### src/rtl/core/microwire_eeprom_master_assert.svh
// Assertion macros used by the top level of the serial EEPROM master RTL.
`ifndef MICROWIRE_EEPROM_MASTER_ASSERT_SVH
`define MICROWIRE_EEPROM_MASTER_ASSERT_SVH
`ifndef SYNTHESIS
`define MWEM_ASSERT_IMPLY(label, clock, rst_n, ante, cons) \
	label: assert property (@(posedge clock) disable iff (!(rst_n)) (ante) |-> (cons)) \
		else $error("mwem: implication check failed");
`define MWEM_ASSERT_NEXT(label, clock, rst_n, ante, cons) \
	label: assert property (@(posedge clock) disable iff (!(rst_n)) (ante) |=> (cons)) \
		else $error("mwem: next-cycle check failed");
`else
`define MWEM_ASSERT_IMPLY(label, clock, rst_n, ante, cons)
`define MWEM_ASSERT_NEXT(label, clock, rst_n, ante, cons)
`endif
`endif

### src/rtl/core/mwem_pkg.sv
// Types and constants of the serial EEPROM master.
package mwem_pkg;

	localparam int TICK_W = 24;
	localparam int CFG_INDEX_W = 3;
	localparam int CFG_DATA_W = 24;

	typedef enum logic [1:0] {
		ACT_TICK  = 2'd0,
		ACT_WEN   = 2'd1,
		ACT_READ  = 2'd2,
		ACT_WRITE = 2'd3
	} action_t;

	typedef enum logic [2:0] {
		SEQ_IDLE,
		SEQ_WEN,
		SEQ_READ,
		SEQ_WRITE,
		SEQ_CSLOW,
		SEQ_WAIT,
		SEQ_VERIFY
	} seq_state_t;

	typedef enum logic [CFG_INDEX_W-1:0] {
		CFG_HALF_PERIOD  = 3'd0,
		CFG_SAMPLE_DELAY = 3'd1,
		CFG_WRITE_WAIT   = 3'd2,
		CFG_VERIFY_EN    = 3'd3,
		CFG_MAX_TRIES    = 3'd4
	} cfg_index_t;

	localparam logic [15:0]       HALF_PERIOD_RST  = 16'd50;
	localparam logic [15:0]       SAMPLE_DELAY_RST = 16'd100;
	localparam logic [TICK_W-1:0] WRITE_WAIT_RST   = 24'd10000;
	localparam logic              VERIFY_EN_RST    = 1'b1;
	localparam logic [3:0]        MAX_TRIES_RST    = 4'd10;

	typedef struct packed {
		logic [15:0]       half_period_ticks;
		logic [15:0]       sample_delay_ticks;
		logic [TICK_W-1:0] write_wait_ticks;
		logic              verify_enable;
		logic [3:0]        max_tries;
	} cfg_t;

	typedef struct packed {
		action_t     action;
		logic [5:0]  address;
		logic [15:0] write_data;
		logic        data_out_pin;
	} cmd_t;

	typedef struct packed {
		logic        chip_select;
		logic        serial_clock;
		logic        serial_data_in;
		logic        busy_res;
		logic        done_res;
		logic [15:0] read_data;
		logic        verify_failed;
		logic        rejected;
	} rsp_t;

endpackage

### src/rtl/core/microwire_eeprom_master.sv
// Top level of the three-wire serial EEPROM master.

// Commands and ticks enter on the cmd channel, one beat per clock cycle while
// cmd_stall is low; each beat yields exactly one rsp beat carrying the pin
// levels and status after it. A beat is registered in an input stage, the
// sequencer updates its state and forms the result as the beat leaves it, and
// the result is registered in a two-entry output buffer before it appears.
// Sustained rate is one beat per cycle while rsp is not stalled; cmd_stall
// rises only when the input stage holds a beat and the output buffer is full.
// Configuration writes are always accepted and take effect in the next cycle.
module microwire_eeprom_master
	import mwem_pkg::*;
#(
	parameter int ADDR_BITS = 6,
	parameter int DATA_BITS = 16
) (
	input  logic                   clk,
	input  logic                   arst_n,
	input  logic                   cmd_valid,
	output logic                   cmd_stall,
	input  cmd_t                   cmd,
	output logic                   rsp_valid,
	input  logic                   rsp_stall,
	output rsp_t                   rsp,
	input  logic                   cfg_valid,
	output logic                   cfg_ready,
	input  logic [CFG_INDEX_W-1:0] cfg_index,
	input  logic [CFG_DATA_W-1:0]  cfg_data
);

	`include "microwire_eeprom_master_assert.svh"

	cfg_t cfg;
	cmd_t cmd_s1;
	logic cmd_valid_s1;
	logic obuf_full;
	logic s1_move;
	rsp_t seq_result;
	logic rsp_pins_low;

	assign s1_move = cmd_valid_s1 && !obuf_full;
	assign cmd_stall = cmd_valid_s1 && obuf_full;
	assign rsp_pins_low = !rsp.chip_select && !rsp.serial_clock && !rsp.serial_data_in;

	always_ff @(posedge clk or negedge arst_n) begin
		if (!arst_n) begin
			cmd_valid_s1 <= 1'b0;
		end else if (cmd_valid && !cmd_stall) begin
			cmd_valid_s1 <= 1'b1;
		end else if (s1_move) begin
			cmd_valid_s1 <= 1'b0;
		end
	end

	always_ff @(posedge clk) begin
		if (cmd_valid && !cmd_stall) begin
			cmd_s1 <= cmd;
		end
	end

	mwem_regs u_regs (
		.clk       (clk),
		.arst_n    (arst_n),
		.cfg_valid (cfg_valid),
		.cfg_ready (cfg_ready),
		.cfg_index (cfg_index),
		.cfg_data  (cfg_data),
		.cfg       (cfg)
	);

	mwem_seq #(
		.ADDR_BITS (ADDR_BITS),
		.DATA_BITS (DATA_BITS)
	) u_seq (
		.clk    (clk),
		.arst_n (arst_n),
		.fire   (s1_move),
		.item   (cmd_s1),
		.cfg    (cfg),
		.result (seq_result)
	);

	mwem_obuf u_obuf (
		.clk       (clk),
		.arst_n    (arst_n),
		.push      (s1_move),
		.push_data (seq_result),
		.full      (obuf_full),
		.rsp_valid (rsp_valid),
		.rsp_stall (rsp_stall),
		.rsp       (rsp)
	);

	`MWEM_ASSERT_IMPLY(a_done_not_busy, clk, arst_n, rsp_valid && rsp.done_res, !rsp.busy_res)
	`MWEM_ASSERT_IMPLY(a_reject_busy, clk, arst_n, rsp_valid && rsp.rejected, rsp.busy_res)
	`MWEM_ASSERT_IMPLY(a_idle_pins_low, clk, arst_n, rsp_valid && !rsp.busy_res, rsp_pins_low)
	`MWEM_ASSERT_NEXT(a_held_beat_kept, clk, arst_n, cmd_valid_s1 && obuf_full, cmd_valid_s1)

endmodule

### src/rtl/core/mwem_regs.sv
// Configuration register file of the serial EEPROM master.
module mwem_regs
	import mwem_pkg::*;
(
	input  logic                   clk,
	input  logic                   arst_n,
	input  logic                   cfg_valid,
	output logic                   cfg_ready,
	input  logic [CFG_INDEX_W-1:0] cfg_index,
	input  logic [CFG_DATA_W-1:0]  cfg_data,
	output cfg_t                   cfg
);

	cfg_t cfg_q;

	assign cfg_ready = 1'b1;
	assign cfg = cfg_q;

	always_ff @(posedge clk or negedge arst_n) begin
		if (!arst_n) begin
			cfg_q.half_period_ticks  <= HALF_PERIOD_RST;
			cfg_q.sample_delay_ticks <= SAMPLE_DELAY_RST;
			cfg_q.write_wait_ticks   <= WRITE_WAIT_RST;
			cfg_q.verify_enable      <= VERIFY_EN_RST;
			cfg_q.max_tries          <= MAX_TRIES_RST;
		end else if (cfg_valid && cfg_ready) begin
			unique case (cfg_index_t'(cfg_index))
				CFG_HALF_PERIOD:  cfg_q.half_period_ticks  <= cfg_data[15:0];
				CFG_SAMPLE_DELAY: cfg_q.sample_delay_ticks <= cfg_data[15:0];
				CFG_WRITE_WAIT:   cfg_q.write_wait_ticks   <= cfg_data[TICK_W-1:0];
				CFG_VERIFY_EN:    cfg_q.verify_enable      <= cfg_data[0];
				CFG_MAX_TRIES:    cfg_q.max_tries          <= cfg_data[3:0];
				default: begin
				end
			endcase
		end
	end

endmodule

### src/rtl/core/mwem_seq.sv
// Pin sequencer: advances the command frame by one item and forms its result.
module mwem_seq
	import mwem_pkg::*;
#(
	parameter int ADDR_BITS = 6,
	parameter int DATA_BITS = 16
) (
	input  logic clk,
	input  logic arst_n,
	input  logic fire,
	input  cmd_t item,
	input  cfg_t cfg,
	output rsp_t result
);

	localparam int FRAME_MAX = 6 + ADDR_BITS + DATA_BITS;
	localparam int CW = $clog2(FRAME_MAX + 1);
	localparam int AIW = $clog2(ADDR_BITS);
	localparam int DIW = $clog2(DATA_BITS);

	typedef struct packed {
		logic cs;
		logic di;
		logic rd;
	} bit_info_t;

	seq_state_t st_q, n_st;
	logic [CW-1:0] bit_q, n_bit;
	logic [1:0] phase_q, n_phase;
	logic [TICK_W-1:0] tick_q, n_tick;
	logic [DATA_BITS-1:0] shift_q, n_shift;
	logic [ADDR_BITS-1:0] addr_q, n_addr;
	logic [DATA_BITS-1:0] data_q, n_data;
	logic [3:0] try_q, n_try;
	logic cs_q, n_cs;
	logic clk_q, n_clk;
	logic di_q, n_di;
	logic [DATA_BITS-1:0] rword_q, n_rword;
	logic fail_q, n_fail;
	logic done, rej;

	function automatic bit_info_t bit_info(seq_state_t st, logic [CW-1:0] idx,
			logic [ADDR_BITS-1:0] adr, logic [DATA_BITS-1:0] dat);
		bit_info_t b;
		b.cs = 1'b1;
		b.di = 1'b0;
		b.rd = 1'b0;
		priority if (st == SEQ_WEN) begin
			b.di = (idx == CW'(0)) || (idx == CW'(3)) || (idx == CW'(4));
		end else if (st == SEQ_WRITE) begin
			priority if (idx < CW'(3)) begin
				b.di = (idx != CW'(1));
			end else if (idx < CW'(3 + ADDR_BITS)) begin
				b.di = adr[AIW'(CW'(ADDR_BITS + 2) - idx)];
			end else if (idx < CW'(3 + ADDR_BITS + DATA_BITS)) begin
				b.di = dat[DIW'(CW'(ADDR_BITS + DATA_BITS + 2) - idx)];
			end else begin
			end
		end else begin
			priority if (idx < CW'(2)) begin
				b.cs = 1'b0;
			end else if ((idx == CW'(3)) || (idx == CW'(4))) begin
				b.di = 1'b1;
			end else if ((idx >= CW'(6)) && (idx < CW'(6 + ADDR_BITS))) begin
				b.di = adr[AIW'(CW'(ADDR_BITS + 5) - idx)];
			end else if (idx >= CW'(6 + ADDR_BITS)) begin
				b.rd = 1'b1;
			end else begin
			end
		end
		return b;
	endfunction

	always_comb begin
		bit_info_t cur;
		bit_info_t nxt;
		logic [CW-1:0] bit_inc;
		logic [CW-1:0] frame_len;
		logic [TICK_W-1:0] tick_inc;
		logic [TICK_W-1:0] len;
		logic [TICK_W-1:0] hp1;
		logic [TICK_W-1:0] ww1;
		logic [3:0] mt1;
		logic [3:0] try_inc;
		logic [DATA_BITS-1:0] shift_in;

		n_st = st_q;
		n_bit = bit_q;
		n_phase = phase_q;
		n_tick = tick_q;
		n_shift = shift_q;
		n_addr = addr_q;
		n_data = data_q;
		n_try = try_q;
		n_cs = cs_q;
		n_clk = clk_q;
		n_di = di_q;
		n_rword = rword_q;
		n_fail = fail_q;
		done = 1'b0;
		rej = 1'b0;

		cur = bit_info(st_q, bit_q, addr_q, data_q);
		bit_inc = bit_q + CW'(1);
		nxt = bit_info(st_q, bit_inc, addr_q, data_q);
		tick_inc = tick_q + TICK_W'(1);
		hp1 = (cfg.half_period_ticks == 16'd0) ? TICK_W'(1) : TICK_W'(cfg.half_period_ticks);
		ww1 = (cfg.write_wait_ticks == '0) ? TICK_W'(1) : cfg.write_wait_ticks;
		mt1 = (cfg.max_tries == 4'd0) ? 4'd1 : cfg.max_tries;
		try_inc = try_q + 4'd1;
		shift_in = {shift_q[DATA_BITS-2:0], item.data_out_pin};

		priority if (st_q == SEQ_WEN) begin
			frame_len = CW'(3 + ADDR_BITS);
		end else if (st_q == SEQ_WRITE) begin
			frame_len = CW'(3 + ADDR_BITS + DATA_BITS);
		end else begin
			frame_len = CW'(6 + ADDR_BITS + DATA_BITS);
		end

		priority if (st_q == SEQ_CSLOW) begin
			len = hp1;
		end else if (st_q == SEQ_WAIT) begin
			len = ww1;
		end else if (phase_q == 2'd3) begin
			len = TICK_W'(cfg.sample_delay_ticks);
		end else begin
			len = hp1;
		end

		if (fire) begin
			if (item.action != ACT_TICK) begin
				if (st_q != SEQ_IDLE) begin
					rej = 1'b1;
				end else begin
					n_addr = ADDR_BITS'(item.address);
					n_data = item.write_data[DATA_BITS-1:0];
					n_try = 4'd0;
					n_fail = 1'b0;
					priority if (item.action == ACT_WEN) begin
						n_st = SEQ_WEN;
					end else if (item.action == ACT_READ) begin
						n_st = SEQ_READ;
					end else begin
						n_st = SEQ_WRITE;
					end
					n_bit = '0;
					n_shift = '0;
					n_phase = 2'd0;
					n_tick = '0;
					// The first two bits of a read frame have chip select and data in low; other frames start with both at one.
					n_cs = (item.action != ACT_READ);
					n_clk = 1'b0;
					n_di = (item.action != ACT_READ);
				end
			end else if (st_q != SEQ_IDLE) begin
				if (tick_inc < len) begin
					n_tick = tick_inc;
				end else begin
					n_tick = '0;
					priority if (st_q == SEQ_CSLOW) begin
						n_st = SEQ_WAIT;
						n_cs = 1'b1;
						n_clk = 1'b0;
						n_di = 1'b0;
					end else if (st_q == SEQ_WAIT) begin
						n_phase = 2'd0;
						n_cs = 1'b0;
						n_clk = 1'b0;
						n_di = 1'b0;
						if (cfg.verify_enable) begin
							n_st = SEQ_VERIFY;
							n_bit = '0;
							n_shift = '0;
						end else begin
							n_st = SEQ_IDLE;
							done = 1'b1;
						end
					end else if (phase_q == 2'd0) begin
						n_phase = 2'd1;
						n_clk = 1'b1;
					end else if (phase_q == 2'd1) begin
						n_phase = 2'd2;
						n_clk = 1'b0;
					end else if ((phase_q == 2'd2) && cur.rd &&
							(cfg.sample_delay_ticks != 16'd0)) begin
						n_phase = 2'd3;
					end else begin
						if (cur.rd) begin
							n_shift = shift_in;
						end
						n_bit = bit_inc;
						if (bit_inc < frame_len) begin
							n_phase = 2'd0;
							n_cs = nxt.cs;
							n_clk = 1'b0;
							n_di = nxt.di;
						end else begin
							n_cs = 1'b0;
							n_clk = 1'b0;
							n_di = 1'b0;
							priority if (st_q == SEQ_WRITE) begin
								n_st = SEQ_CSLOW;
							end else if (st_q == SEQ_VERIFY) begin
								n_rword = n_shift;
								priority if (n_shift == data_q) begin
									n_st = SEQ_IDLE;
									n_phase = 2'd0;
									done = 1'b1;
								end else if (try_inc >= mt1) begin
									n_try = try_inc;
									n_fail = 1'b1;
									n_st = SEQ_IDLE;
									n_phase = 2'd0;
									done = 1'b1;
								end else begin
									n_try = try_inc;
									n_st = SEQ_WRITE;
									n_bit = '0;
									n_shift = '0;
									n_phase = 2'd0;
									n_cs = 1'b1;
									n_di = 1'b1;
								end
							end else begin
								if (st_q == SEQ_READ) begin
									n_rword = n_shift;
								end
								n_st = SEQ_IDLE;
								n_phase = 2'd0;
								done = 1'b1;
							end
						end
					end
				end
			end
		end
	end

	always_comb begin
		result.chip_select = n_cs;
		result.serial_clock = n_clk;
		result.serial_data_in = n_di;
		result.busy_res = (n_st != SEQ_IDLE);
		result.done_res = done;
		result.read_data = 16'(n_rword);
		result.verify_failed = n_fail;
		result.rejected = rej;
	end

	always_ff @(posedge clk or negedge arst_n) begin
		if (!arst_n) begin
			st_q <= SEQ_IDLE;
			bit_q <= '0;
			phase_q <= 2'd0;
			tick_q <= '0;
			try_q <= 4'd0;
			cs_q <= 1'b0;
			clk_q <= 1'b0;
			di_q <= 1'b0;
			rword_q <= '0;
			fail_q <= 1'b0;
		end else if (fire) begin
			st_q <= n_st;
			bit_q <= n_bit;
			phase_q <= n_phase;
			tick_q <= n_tick;
			try_q <= n_try;
			cs_q <= n_cs;
			clk_q <= n_clk;
			di_q <= n_di;
			rword_q <= n_rword;
			fail_q <= n_fail;
		end
	end

	always_ff @(posedge clk) begin
		if (fire) begin
			shift_q <= n_shift;
			addr_q <= n_addr;
			data_q <= n_data;
		end
	end

endmodule

### src/rtl/core/mwem_obuf.sv
// Two-entry result buffer between the sequencer and the result channel.
module mwem_obuf
	import mwem_pkg::*;
(
	input  logic clk,
	input  logic arst_n,
	input  logic push,
	input  rsp_t push_data,
	output logic full,
	output logic rsp_valid,
	input  logic rsp_stall,
	output rsp_t rsp
);

	rsp_t slot_q [2];
	logic wr_ptr_q;
	logic rd_ptr_q;
	logic [1:0] count_q;
	logic pop;

	assign rsp_valid = (count_q != 2'd0);
	assign full = (count_q == 2'd2);
	assign pop = rsp_valid && !rsp_stall;
	assign rsp = slot_q[rd_ptr_q];

	always_ff @(posedge clk or negedge arst_n) begin
		if (!arst_n) begin
			wr_ptr_q <= 1'b0;
			rd_ptr_q <= 1'b0;
			count_q <= 2'd0;
		end else begin
			if (push) begin
				wr_ptr_q <= !wr_ptr_q;
			end
			if (pop) begin
				rd_ptr_q <= !rd_ptr_q;
			end
			count_q <= count_q + 2'(push) - 2'(pop);
		end
	end

	always_ff @(posedge clk) begin
		if (push) begin
			slot_q[wr_ptr_q] <= push_data;
		end
	end

endmodule

### config.mk
export PLATFORM = sky130hd
export DESIGN_NAME = microwire_eeprom_master
export DESIGN_NICKNAME = d
export VERILOG_FILES = /design/src/rtl/core/mwem_pkg.sv /design/src/rtl/core/microwire_eeprom_master.sv /design/src/rtl/core/mwem_regs.sv /design/src/rtl/core/mwem_seq.sv /design/src/rtl/core/mwem_obuf.sv
export VERILOG_INCLUDE_DIRS = /design/src /design/src/rtl/core
export SDC_FILE = /design/constraint.sdc
export NUM_CORES = 1
export LEC_CHECK = 0
export ABC_AREA = 1
export BUFFER_PORTS_ARGS = -buffer_cell sky130_fd_sc_hd__buf_2
export CAP_MARGIN = 20
export CORE_AREA = 10 10 170 156
export DETAILED_ROUTE_END_ITERATION = 7
export DIE_AREA = 0 0 180 166
export PLACE_DENSITY_LB_ADDON = 0.25
export REMOVE_ABC_BUFFERS = 1
export SYNTH_ARGS = -nofsm -noshare
export SYNTH_HDL_FRONTEND = slang
export SYNTH_HIERARCHICAL = 1
export SYNTH_SLANG_ARGS = --single-unit
### constraint.sdc
create_clock -name clk -period 4.6 [get_ports clk]
set_clock_uncertainty 0.2 [all_clocks]
set_input_delay 0.46 -clock clk [delete_from_list [all_inputs] [get_ports clk]]
set_output_delay 0.46 -clock clk [all_outputs]
set_load 0.005 [all_outputs]
# Yosys cells after proc, flatten, opt, wreduce, memory -nomap -nowiden
# Memory sizes are Yosys's and may differ from the RTL's.
# Cells that the tools add are included.
classes:
  n_addsub: 8
  order_cmp: 17
  n_eq_ne: 38
  muxes: 206
  bitwise: 1
  n_reduce_logical: 41
ops:
  columns: ["operator", "n"]
  rows:
  - ["$mux 16", 39]
  - ["$mux 24", 8]
  - ["$mux 1", 96]
  - ["$mux 5", 16]
  - ["$mux 4", 14]
  - ["$mux 3", 17]
  - ["$mux 2", 13]
  - ["$add 24x1->24 const B", 1]
  - ["$logic_not 24->1", 1]
  - ["$lt 24x24->1", 1]
  - ["$ne 2x1->1 const B", 9]
  - ["$eq 16x16->1", 1]
  - ["$logic_not 16->1", 1]
  - ["$reduce_bool 16->1", 1]
  - ["$lt 5x2->1 const B", 3]
  - ["$lt 5x4->1 const B", 3]
  - ["$reduce_and 13->1", 1]
  - ["$eq 3x2->1 const B", 4]
  - ["$eq 3x3->1 const B", 4]
  - ["$eq 5x2->1 const B", 2]
  - ["$eq 5x3->1 const B", 2]
  - ["$ge 5x3->1 const B", 2]
  - ["$ge 5x4->1 const B", 2]
  - ["$reduce_and 2->1", 5]
  - ["other kinds (35)", 65]
totals:
  ff_bits: 187
  mem_bits_rw: 46
  word_cells: 338
  memories: 1
mem_list:
  columns: ["memory", "depth", "word_bits", "read_ports", "rd_clocked_by_memory_dff", "write_ports", "line_no", "source"]
  rows:
  - ["u_obuf.slot_q", 2, 23, 1, 0, 1, "mwem_obuf.sv:15", "rsp_t slot_q [2];"]

# Depth between registers and ports, before layout
# Gate-level depths: netlist of the first run.
depth:
  depth_word: 33
  depth_mapped: 26
  depth_no_buf: 25

# Modules after synthesis
# Netlist of the first run, hierarchy kept.
by_module_without_submodules:
  columns: ["mod", "instances", "cells_per_inst", "area_per_inst_um2", "seq_area_each_um2"]
  rows:
  - ["mwem_seq", 1, 1002, 7126.8, 2592.5]
  - ["mwem_regs", 1, 277, 2481.1, 1544.0]
  - ["mwem_obuf", 1, 151, 1966.9, 1481.4]
  - ["microwire_eeprom_master", 1, 33, 803.3, 775.7]

# Least setup slack after synthesis of the first run
# OpenSTA, ideal clock, no wires.
synth_timing:
  path_type: "flip-flop to flip-flop"
  start: "register u_seq.tick_q[3]"
  end: "register u_seq.shift_q[0], enable pin"
  arrival_time_ns: 3.655
  path_slack_ns: 0.381
  stages_incl_launch_ff: 24
  period_less_slack_ns: 4.219
  path_cell_list: "dfrtp_1 -> inv_1 -> nor4_2 -> nand3_1 -> nor2_1 -> nand2_1 -> nor2_1 -> inv_1 -> nor2_1 -> nand2_1 -> nor2_1 -> xor2_1 -> inv_1 -> ha_1 -> nand2_1 -> nor3_1 -> nor4b_1 -> nand2_2 -> nand2_4 -> nand2_1 -> nand2_1 -> nand3_1 -> buf_2 -> inv_1"
synth_via:
  elab_chain_cells: 4
synth_rtl:
  columns: ["element", "line_no", "source"]
  rows:
  - ["start, declared", "mwem_seq.sv:30", "logic [TICK_W-1:0] tick_q, n_tick;"]
  - ["start signal, assigned", "mwem_seq.sv:267", "tick_q <= n_tick;"]
  - ["$add 24x1->24", "mwem_seq.sv:106", "tick_inc = tick_q + TICK_W'(1);"]
  - ["$lt 24x24->1", "mwem_seq.sv:157", "if (tick_inc < len) begin"]
  - ["$ne 2x1->1 (no source line)", null, null]
  - ["$reduce_and 9->1 (no source line)", null, null]
  - ["end signal, assigned", "mwem_seq.sv:279", "shift_q <= n_shift;"]
  - ["end, declared", "mwem_seq.sv:31", "logic [DATA_BITS-1:0] shift_q, n_shift;"]
# Every way passes these cells.
# A chain may end at the register's enable or synchronous reset.

==> impl_results.md, run 1 <==
- Outcome: finished clean
- Post-synthesis to final-layout area growth: 17.46%
- Final critical delay including setup and external delays: 4.260 ns
- Path length in cells of the critical path: 21
- Post-placement worst setup slack: 0.005148 ns
- # rows: 53
- Total GRT Usage: 19.55%
- Number of global-route vias before repair: 9816
- Path depth of the worst reg2reg path: 21
- CP max FO: 7
- Final total negative setup slack: 0 ns
- Class of the tightest hold or removal check: in2reg
- Leak Pwr: 6.959 nW
- Final hold violation count: 0
- Number of instances in the placed design: 1813
- Root buffer selected by CTS: sky130_fd_sc_hd__clkbuf_16
- Leading cell types by total area after synthesis: sky130_fd_sc_hd__edfxtp_1, sky130_fd_sc_hd__dfrtp_1, sky130_fd_sc_hd__nand2_1, sky130_fd_sc_hd__nand3_1, sky130_fd_sc_hd__ha_1
- Slew at the pin closest to its max-slew limit: 1.026 ns
- Ranking of synthesized cells by instance count: sky130_fd_sc_hd__nand2_1, sky130_fd_sc_hd__inv_1, sky130_fd_sc_hd__nand3_1, sky130_fd_sc_hd__nor2_1, sky130_fd_sc_hd__dfrtp_1
- CP Cell Sequence: ha_1 -> nand2_1 -> nor2_1 -> nand3_1 -> nor2_1 -> nand3_1 -> nor3_1 -> xor2_1 -> inv_1 -> ha_1 -> nand4_1 -> nor3_4 -> nor4b_4 -> nand2_2 -> nand2_4 -> inv_2 -> nor2_4 -> nand3_4 -> buf_12 -> nand2_1 -> o21ai_0
- Post-route DRC violation count: 0
- Worst VDD drop: 0.3209 mV
- Die height: 166 µm
- Critical Path Source Type: flip-flop
- Post-detail-place hpwl: 20.35 mm
- Starting Density: 53.79%
- Critical path type: reg2reg
- Maximum clock rate: 0.2347 GHz
- Cell type group with the largest total delay on the critical path: simple AND/OR/NAND/NOR gates
- Number of cells produced by synthesis: 1463
- Most instantiated library cell after synthesis: sky130_fd_sc_hd__nand2_1
- Proportion of layout cells with a drive suffix above 1: 15.43%
- Max-slew violation total from the final report: 0
- Non-filler instance count after layout: 1922
- Clk_lat worst skew: 0.53 ns
- Vias: 10391
- Inserted Diodes: 0
- Count of max-cap constraint violations: 0
- Clock buffer count from CTS: 25
- Max Root-Sink Buffers: 3
- Share of synthesized registers carrying an async set or reset: 53.22%
- TritonRoute pass-1 iters: 6
- Placer congestion estimate: 0.9254
- Die footprint: 29880 µm²
- Number of warnings reported in the yosys synthesis log: 6
- Seq/Total Area, Yosys: 51.65%
- Pin count of the biggest net entering global routing: 65
- Type of element capturing the critical path: flip-flop
- PwrDens: 477.0 nW/µm²
- Number of synthesized register bits: 233
- Number of antenna violations at the first check in global routing: 0
- Final clock period utilization by the worst path: 92.61%
- Per-instance average area after synthesis: 8.461 µm²
- Largest stage delay on the critical path: 0.39 ns
- Area of the placeable core: 23010 µm²
- Portion of synthesized cell area occupied by the leading cell type: 26.44%
- Worst Hold Path Cells: 3
- Post-synthesis cell area: 12380 µm²
- Number of setup violations in the final report: 0
- Routed len/inst: 15.75 µm
- Routed wire length: 30.27 mm
- Horizontal die dimension: 180 µm
- Library cell occupying the most area in the post-synthesis netlist: sky130_fd_sc_hd__edfxtp_1
- Data arrival time at the worst-slack endpoint: 4.30 ns
- Post-synth cell types: 51
- Top flip-flop cell by instance count after synthesis: sky130_fd_sc_hd__dfrtp_1
- Detailed Route Iter0 Violations: 1004
- Clock input transition at the sequential cells of the worst setup and hold paths: 0.07 ns
- Clock sinks: 233
- Global-route wire length before repair: 49.87 mm
- Buffering stage count on the worst path with inverters included: 3
- Worst slew slack as a fraction of its limit: 31.60%
- Worst Setup Slack, final: 0.3401 ns
- CTS tree: yes
- I/O pin count: 83
- Cell with the largest stage delay on the worst path: sky130_fd_sc_hd__dfrtp_1
- Overflow after GRT: 0
- Total number of H-tree levels: 1
- Number of enable flip-flop cells after synthesis: 109
- Count of input and output buffers: 81
- Number of nets still failing antenna checks after routing: 0
- Mean number of vias per cell: 5.406
- Critical path required time: 4.64 ns
- Nets: 1697
[worst reg2reg max path: stages (launching register included)]
cell and delay [ns]:
sky130_fd_sc_hd__dfrtp_1 0.39, sky130_fd_sc_hd__ha_1 0.21, sky130_fd_sc_hd__nand2_1 0.06, sky130_fd_sc_hd__nor2_1 0.15, sky130_fd_sc_hd__nand3_1 0.18, sky130_fd_sc_hd__nor2_1 0.27
sky130_fd_sc_hd__nand3_1 0.16, sky130_fd_sc_hd__nor3_1 0.20, sky130_fd_sc_hd__xor2_1 0.21, sky130_fd_sc_hd__inv_1 0.06, sky130_fd_sc_hd__ha_1 0.28, sky130_fd_sc_hd__nand4_1 0.18
sky130_fd_sc_hd__nor3_4 0.20, sky130_fd_sc_hd__nor4b_4 0.23, sky130_fd_sc_hd__nand2_2 0.12, sky130_fd_sc_hd__nand2_4 0.11, sky130_fd_sc_hd__inv_2 0.07, sky130_fd_sc_hd__nor2_4 0.13
sky130_fd_sc_hd__nand3_4 0.17, sky130_fd_sc_hd__buf_12 0.21, sky130_fd_sc_hd__nand2_1 0.07, sky130_fd_sc_hd__o21ai_0 0.11
[placed cells by master, fill, tap and decap left out, types with 11 or more instances in the layout]
master | Yosys | layout
sky130_fd_sc_hd__nand2_2 | 25 | 26
sky130_fd_sc_hd__a31o_2 | 13 | 13
sky130_fd_sc_hd__edfxtp_1 | 109 | 109
sky130_fd_sc_hd__nand2_1 | 483 | 482
sky130_fd_sc_hd__o21ai_1 | 23 | 23
sky130_fd_sc_hd__o21ai_0 | 61 | 61
sky130_fd_sc_hd__a21oi_1 | 29 | 27
sky130_fd_sc_hd__dfstp_2 | 14 | 14
sky130_fd_sc_hd__nand3_1 | 124 | 123
sky130_fd_sc_hd__clkbuf_16 | 0 | 27
sky130_fd_sc_hd__nand3b_1 | 13 | 13
sky130_fd_sc_hd__o22ai_1 | 20 | 20
sky130_fd_sc_hd__dfrtp_1 | 110 | 110
sky130_fd_sc_hd__nor3_1 | 19 | 17
sky130_fd_sc_hd__dlygate4sd3_1 | 0 | 48
sky130_fd_sc_hd__ha_1 | 39 | 39
sky130_fd_sc_hd__xor2_1 | 21 | 21
sky130_fd_sc_hd__buf_4 | 11 | 30
sky130_fd_sc_hd__inv_2 | 11 | 11
sky130_fd_sc_hd__buf_2 | 16 | 80
sky130_fd_sc_hd__inv_1 | 126 | 126
sky130_fd_sc_hd__nor2_1 | 114 | 109
[path summary, 6_finish.rpt]
check,to,slack (ns),from
max,u_obuf/slot_q[0][4],0.34,u_seq/tick_q[0]
min,u_regs/cfg[15],0.02,cfg_data[10]
max reg2reg,u_obuf/slot_q[0][4],0.34,u_seq/tick_q[0]
min reg2reg,u_seq/addr_q[1],0.22,cmd_s1[18]
max in group asynchronous,u_regs/cfg[1],2.97,arst_n
min in group asynchronous,u_regs/cfg[12],0.37,arst_n
[per-stage QoR]
stage / hold WS (ns) / power [mW] / utilization [%] / instance area, µm²
4_1_cts: 0.001051 / 6.948 / 62.26 / 14330
2_1_floorplan: -0.03559 / 4.164 / - / 12030
3_5_place_dp: 0.2045 / 4.886 / 56.51 / 13000
6_report: 0.02055 / 6.935 / 63.18 / 14540
5_1_grt: 0.01072 / 7.377 / 63.18 / 14540
3_3_place_gp: 0.2009 / 4.835 / 56.51 / 13000
[where the power goes]
part / total [mW] / internal [mW] / leakage [nW] / switching (mW)
Sequential: 2.91 / 2.64 / 2.62 / 0.268
Combinational: 2.02 / 0.708 / 3.93 / 1.31
Clock: 2.01 / 1.17 / 0.405 / 0.839
Total: 6.94 / 4.52 / 6.96 / 2.42
[cells by family after synthesis]
| kind of cell | after synthesis | synth area share [%] |
|---|---|---|
| other | 1 | 0.03030 |
| AOI/OAI and AO/OA | 168 | 7.895 |
| and+or+nand+nor | 806 | 27.74 |
| DFF | 233 | 51.65 |
| xor gates and xnor gates | 22 | 1.557 |
| muxes | 1 | 0.08087 |
| adders and majority gates | 39 | 3.942 |
| buffers and inverters | 193 | 7.106 |
[registers in the layout, summed over array words and instances, names as in the netlist, 5 cells and up]
signal and flops:
u_seq/tick_q 24, u_seq/rword_q 16, cmd_s1 25, u_seq/data_q 16
u_seq/shift_q 16, u_obuf/slot_q 46, u_seq/addr_q 6, u_regs/cfg 61
u_seq/bit_q 5
[area by class of cell]
class                           instances  area [µm²]
Sequential cell                       233        6394
Tap cell                              302       377.9
Clock buffer                           31       678.2
Multi-Input combinational cell       1038        5190
Clock inverter                         15       158.9
Fill cell                            1934        8472
Timing Repair Buffer                  163        1207
Inverter                              140       533.0
[per-layer routing]
metal / share of wire, % / vias to the layer above / wire length (µm) / track usage, %
met3: 8.0 / 26 / 2411 / 2.657
met4: 1.3 / 0 / 389 / 3.953
li1: - / 5114 / - / -
met1: 47 / 4871 / 14120 / 29.10
met5: 0 / - / 0 / 0
met2: 44 / 380 / 13340 / 29.73
[timing repair]
| item | in CTS | in global routing |
|---|---|---|
| cloned | 0 | 3 |
| endpoints found under the hold margin | 122 | 0 |
| pin swaps | 0 | 6 |
| hold buffers | 48 | 0 |
| endpoints found under the setup margin | 26 | 83 |
| buffers inserted | 0 | 12 |
| resized for setup | 1 | 13 |
No activity file was read; power rests on OpenSTA's default activity.
==> run 2: changes to the inputs <==
Clock period 4.6 ns to 4.2 ns, I/O delays scaled along.
==> impl_results.md, run 2 (synthesis results as in run 1) <==
- Most common cell after layout, fill and taps aside: sky130_fd_sc_hd__nand2_1 (unchanged)
- Slew at the pin closest to its max-slew limit: 1.006 ns (was 1.026 ns)
- Max-slew violation total from the final report: 0 (unchanged)
- # rows: 53 (unchanged)
- Non-filler instance count after layout: 1953 (was 1922)
- Die height: 166 µm (unchanged)
- Root buffer selected by CTS: sky130_fd_sc_hd__clkbuf_16 (unchanged)
- Fillers: 1824 (was 1934)
- Worst VDD drop: 0.3770 mV (was 0.3209 mV)
- Critical path type: reg2reg (unchanged)
- Max Root-Sink Buffers: 3 (unchanged)
- Total number of H-tree levels: 1 (unchanged)
- Post-route DRC violation count: 0 (unchanged)
- Starting Density: 53.79% (unchanged)
- Post-synthesis to final-layout area growth: 23.06% (was 17.46%)
- Class of the tightest hold or removal check: in2reg (unchanged)
- Vias: 10611 (was 10391)
- Overflow after GRT: 0 (unchanged)
- Violations in the final reports: negative setup slack
- Global-route wire length before repair: 49.31 mm (was 49.87 mm)
- CP Cell Sequence: ha_2 -> nand2_1 -> nor2_2 -> nand3_2 -> or4_4 -> xor2_2 -> inv_1 -> ha_1 -> nand4_1 -> nor3_4 -> nor4b_4 -> nand2_2 -> nand2_4 -> inv_4 -> nor2_4 -> nand3_4 -> clkbuf_16 -> nand2_4 -> o21ai_2 (was ha_1 -> nand2_1 -> nor2_1 -> nand3_1 -> nor2_1 -> nand3_1 -> nor3_1 -> xor2_1 -> inv_1 -> ha_1 -> nand4_1 -> nor3_4 -> nor4b_4 -> nand2_2 -> nand2_4 -> inv_2 -> nor2_4 -> nand3_4 -> buf_12 -> nand2_1 -> o21ai_0)
- Type of element capturing the critical path: flip-flop (unchanged)
- Pin count of the biggest net entering global routing: 69 (was 65)
- CP max FO: 7 (unchanged)
- Data arrival time at the worst-slack endpoint: 4.31 ns (was 4.30 ns)
- Clk_lat worst skew: 0.53 ns (about the same)
- Leak Pwr: 7.244 nW (was 6.959 nW)
- Final hold violation count: 0 (unchanged)
- Largest stage delay on the critical path: 0.57 ns (was 0.39 ns)
- Area of the placeable core: 23010 µm² (unchanged)
- Detailed Route Iter0 Violations: 965 (was 1004)
- CTS tree: yes (unchanged)
- Count of input and output buffers: 81 (unchanged)
- Crit path top cell by count: sky130_fd_sc_hd__nand2_4
- I/O pin count: 83 (unchanged)
- Horizontal die dimension: 180 µm (unchanged)
- Routed len/inst: 16.24 µm (was 15.75 µm)
- Maximum clock rate: 0.2351 GHz (was 0.2347 GHz)
- Share of the core filled with cells in the final layout: 66.20% (was 63.18%)
- TritonRoute pass-1 iters: 5 (was 6)
- Number of global-route vias before repair: 9675 (was 9816)
- Routed wire length: 31.71 mm (was 30.27 mm)
- Post-detail-place hpwl: 20.50 mm (was 20.35 mm)
- Final clock period utilization by the worst path: 101.3% (was 92.61%)
- Number of nets still failing antenna checks after routing: 0 (unchanged)
- Clock sinks: 233 (unchanged)
- Count of max-cap constraint violations: 0 (unchanged)
- Leading cell types in the layout, fill and taps excluded: sky130_fd_sc_hd__nand2_1, sky130_fd_sc_hd__inv_1, sky130_fd_sc_hd__nand3_1 (unchanged)
- Final total negative setup slack: -1.063 ns (was 0 ns)
- Number of instances in the placed design: 1826 (was 1813)
- PwrDens: 514.3 nW/µm² (was 477.0 nW/µm²)
- Critical Path Source Type: flip-flop (unchanged)
- Worst Hold Slack: 0.05665 ns (was 0.02055 ns)
- Total GRT Usage: 19.41% (was 19.55%)
- Clock buffer count from CTS: 25 (unchanged)
- Flip-flop count of the largest register after layout: 61 (unchanged)
- Placer congestion estimate: 0.9304 (was 0.9254)
- Critical path required time: 4.26 ns (was 4.64 ns)
- RSZ-0062 raised after global routing: yes
- Mean number of vias per cell: 5.433 (was 5.406)
- Cell type group with the largest total delay on the critical path: simple AND/OR/NAND/NOR gates (unchanged)
- Final critical delay including setup and external delays: 4.253 ns (was 4.260 ns)
- Outcome: finished, violations left (was finished clean)
- Die footprint: 29880 µm² (unchanged)
- Worst slew slack as a fraction of its limit: 32.94% (was 31.60%)
- Worst Setup Slack, final: -0.05341 ns (was 0.3401 ns)
- Proportion of layout cells with a drive suffix above 1: 19.27% (was 15.43%)
- Number of setup violations in the final report: 34 (was 0)
- Buffering stage count on the worst path with inverters included: 3 (unchanged)
- Cell with the largest stage delay on the worst path: sky130_fd_sc_hd__or4_4 (was sky130_fd_sc_hd__dfrtp_1)
- Clock input transition at the sequential cells of the worst setup and hold paths: 0.06 ns (was 0.07 ns)
- Nets: 1728 (was 1697)
- Number of antenna violations at the first check in global routing: 1 (was 0)
-- run 2: cell types whose count changed in the layout (fill, tap and decap cells not counted), sizes merged, moves of 3 or more --
cell	previous run	this run
buf	113	138
bufinv	2	5
clkbuf	33	36
clkinv	11	7
dlygate4sd3	48	52
-- run 2: power breakdown --
part	internal, mW	switching, mW	total (mW)	leakage (nW)
registers	2.89	0.298	3.19	2.62
logic	0.805	1.45	2.25	4.19
clock network	1.49	0.906	2.39	0.433
total	5.18	2.65	7.83	7.24
-- run 2: stage by stage --
step | worst slack [ns] | total power, mW | cell area [µm²]
CTS | 0.001156 | 7.797 | 14570
floorplan | -0.3058 | 4.561 | 12030
finish | -0.05341 | 7.833 | 15230
global placement | 0.04195 | 5.304 | 13130
global route | -0.2542 | 8.314 | 15230
detailed placement | -0.09382 | 5.353 | 13130
-- run 2: layout make-up --
class | count | area, µm² | share of cell area [%]
Antenna cell | 1 | 2.502 | 0.01643
Sequential cell | 233 | 6394 | 41.97
Timing Repair Buffer | 195 | 1558 | 10.23
Clock buffer | 31 | 699.4 | 4.592
Multi-Input combinational cell | 1037 | 5459 | 35.84
Tap cell | 302 | 377.9 | 2.481
Inverter | 140 | 538.0 | 3.532
Clock inverter | 14 | 203.9 | 1.339
-- run 2: layer usage --
metal	global-route usage [%]	wire, µm
met1	29.05	14670
met2	28.71	14020
met3	2.701	2339
met4	5.246	681
met5	0	0
-- run 2: final timing paths --
kind,from,to,slack (ns),depth (start not counted)
max in group asynchronous,arst_n,u_regs/cfg[15],2.62,3
worst max register to register,u_seq/tick_q[0],u_obuf/slot_q[0][9],-0.05,19
worst max-delay path,u_seq/tick_q[0],u_obuf/slot_q[0][9],-0.05,19
worst min register to register,cmd_s1[13],u_seq/data_q[12],0.22,0
min in group asynchronous,arst_n,u_regs/cfg[36],0.30,2
worst min-delay path,cfg_valid,u_regs/cfg[3],0.06,5
-- run 2: worst reg2reg max path, cell delays in order, from the launching register on --
cell                        delay [ns]
sky130_fd_sc_hd__dfrtp_1          0.39
sky130_fd_sc_hd__ha_2             0.20
sky130_fd_sc_hd__nand2_1          0.07
sky130_fd_sc_hd__nor2_2           0.17
sky130_fd_sc_hd__nand3_2          0.14
sky130_fd_sc_hd__or4_4            0.57
sky130_fd_sc_hd__xor2_2           0.18
sky130_fd_sc_hd__inv_1            0.06
sky130_fd_sc_hd__ha_1             0.29
sky130_fd_sc_hd__nand4_1          0.21
sky130_fd_sc_hd__nor3_4           0.26
sky130_fd_sc_hd__nor4b_4          0.25
sky130_fd_sc_hd__nand2_2          0.11
sky130_fd_sc_hd__nand2_4          0.13
sky130_fd_sc_hd__inv_4            0.06
sky130_fd_sc_hd__nor2_4           0.13
sky130_fd_sc_hd__nand3_4          0.19
sky130_fd_sc_hd__clkbuf_16        0.25
sky130_fd_sc_hd__nand2_4          0.07
sky130_fd_sc_hd__o21ai_2          0.06
-- run 2: what timing repair did --
| action | CTS | global route |
|---|---|---|
| hold endpoints to repair | 137 | 0 |
| hold buffers | 52 | 0 |
| gates cloned | 0 | 6 |
| endpoints found under the setup margin | 32 | 113 |
| setup buffers | 0 | 23 |
| resized for setup | 4 | 90 |
| pin swaps | 0 | 18 |
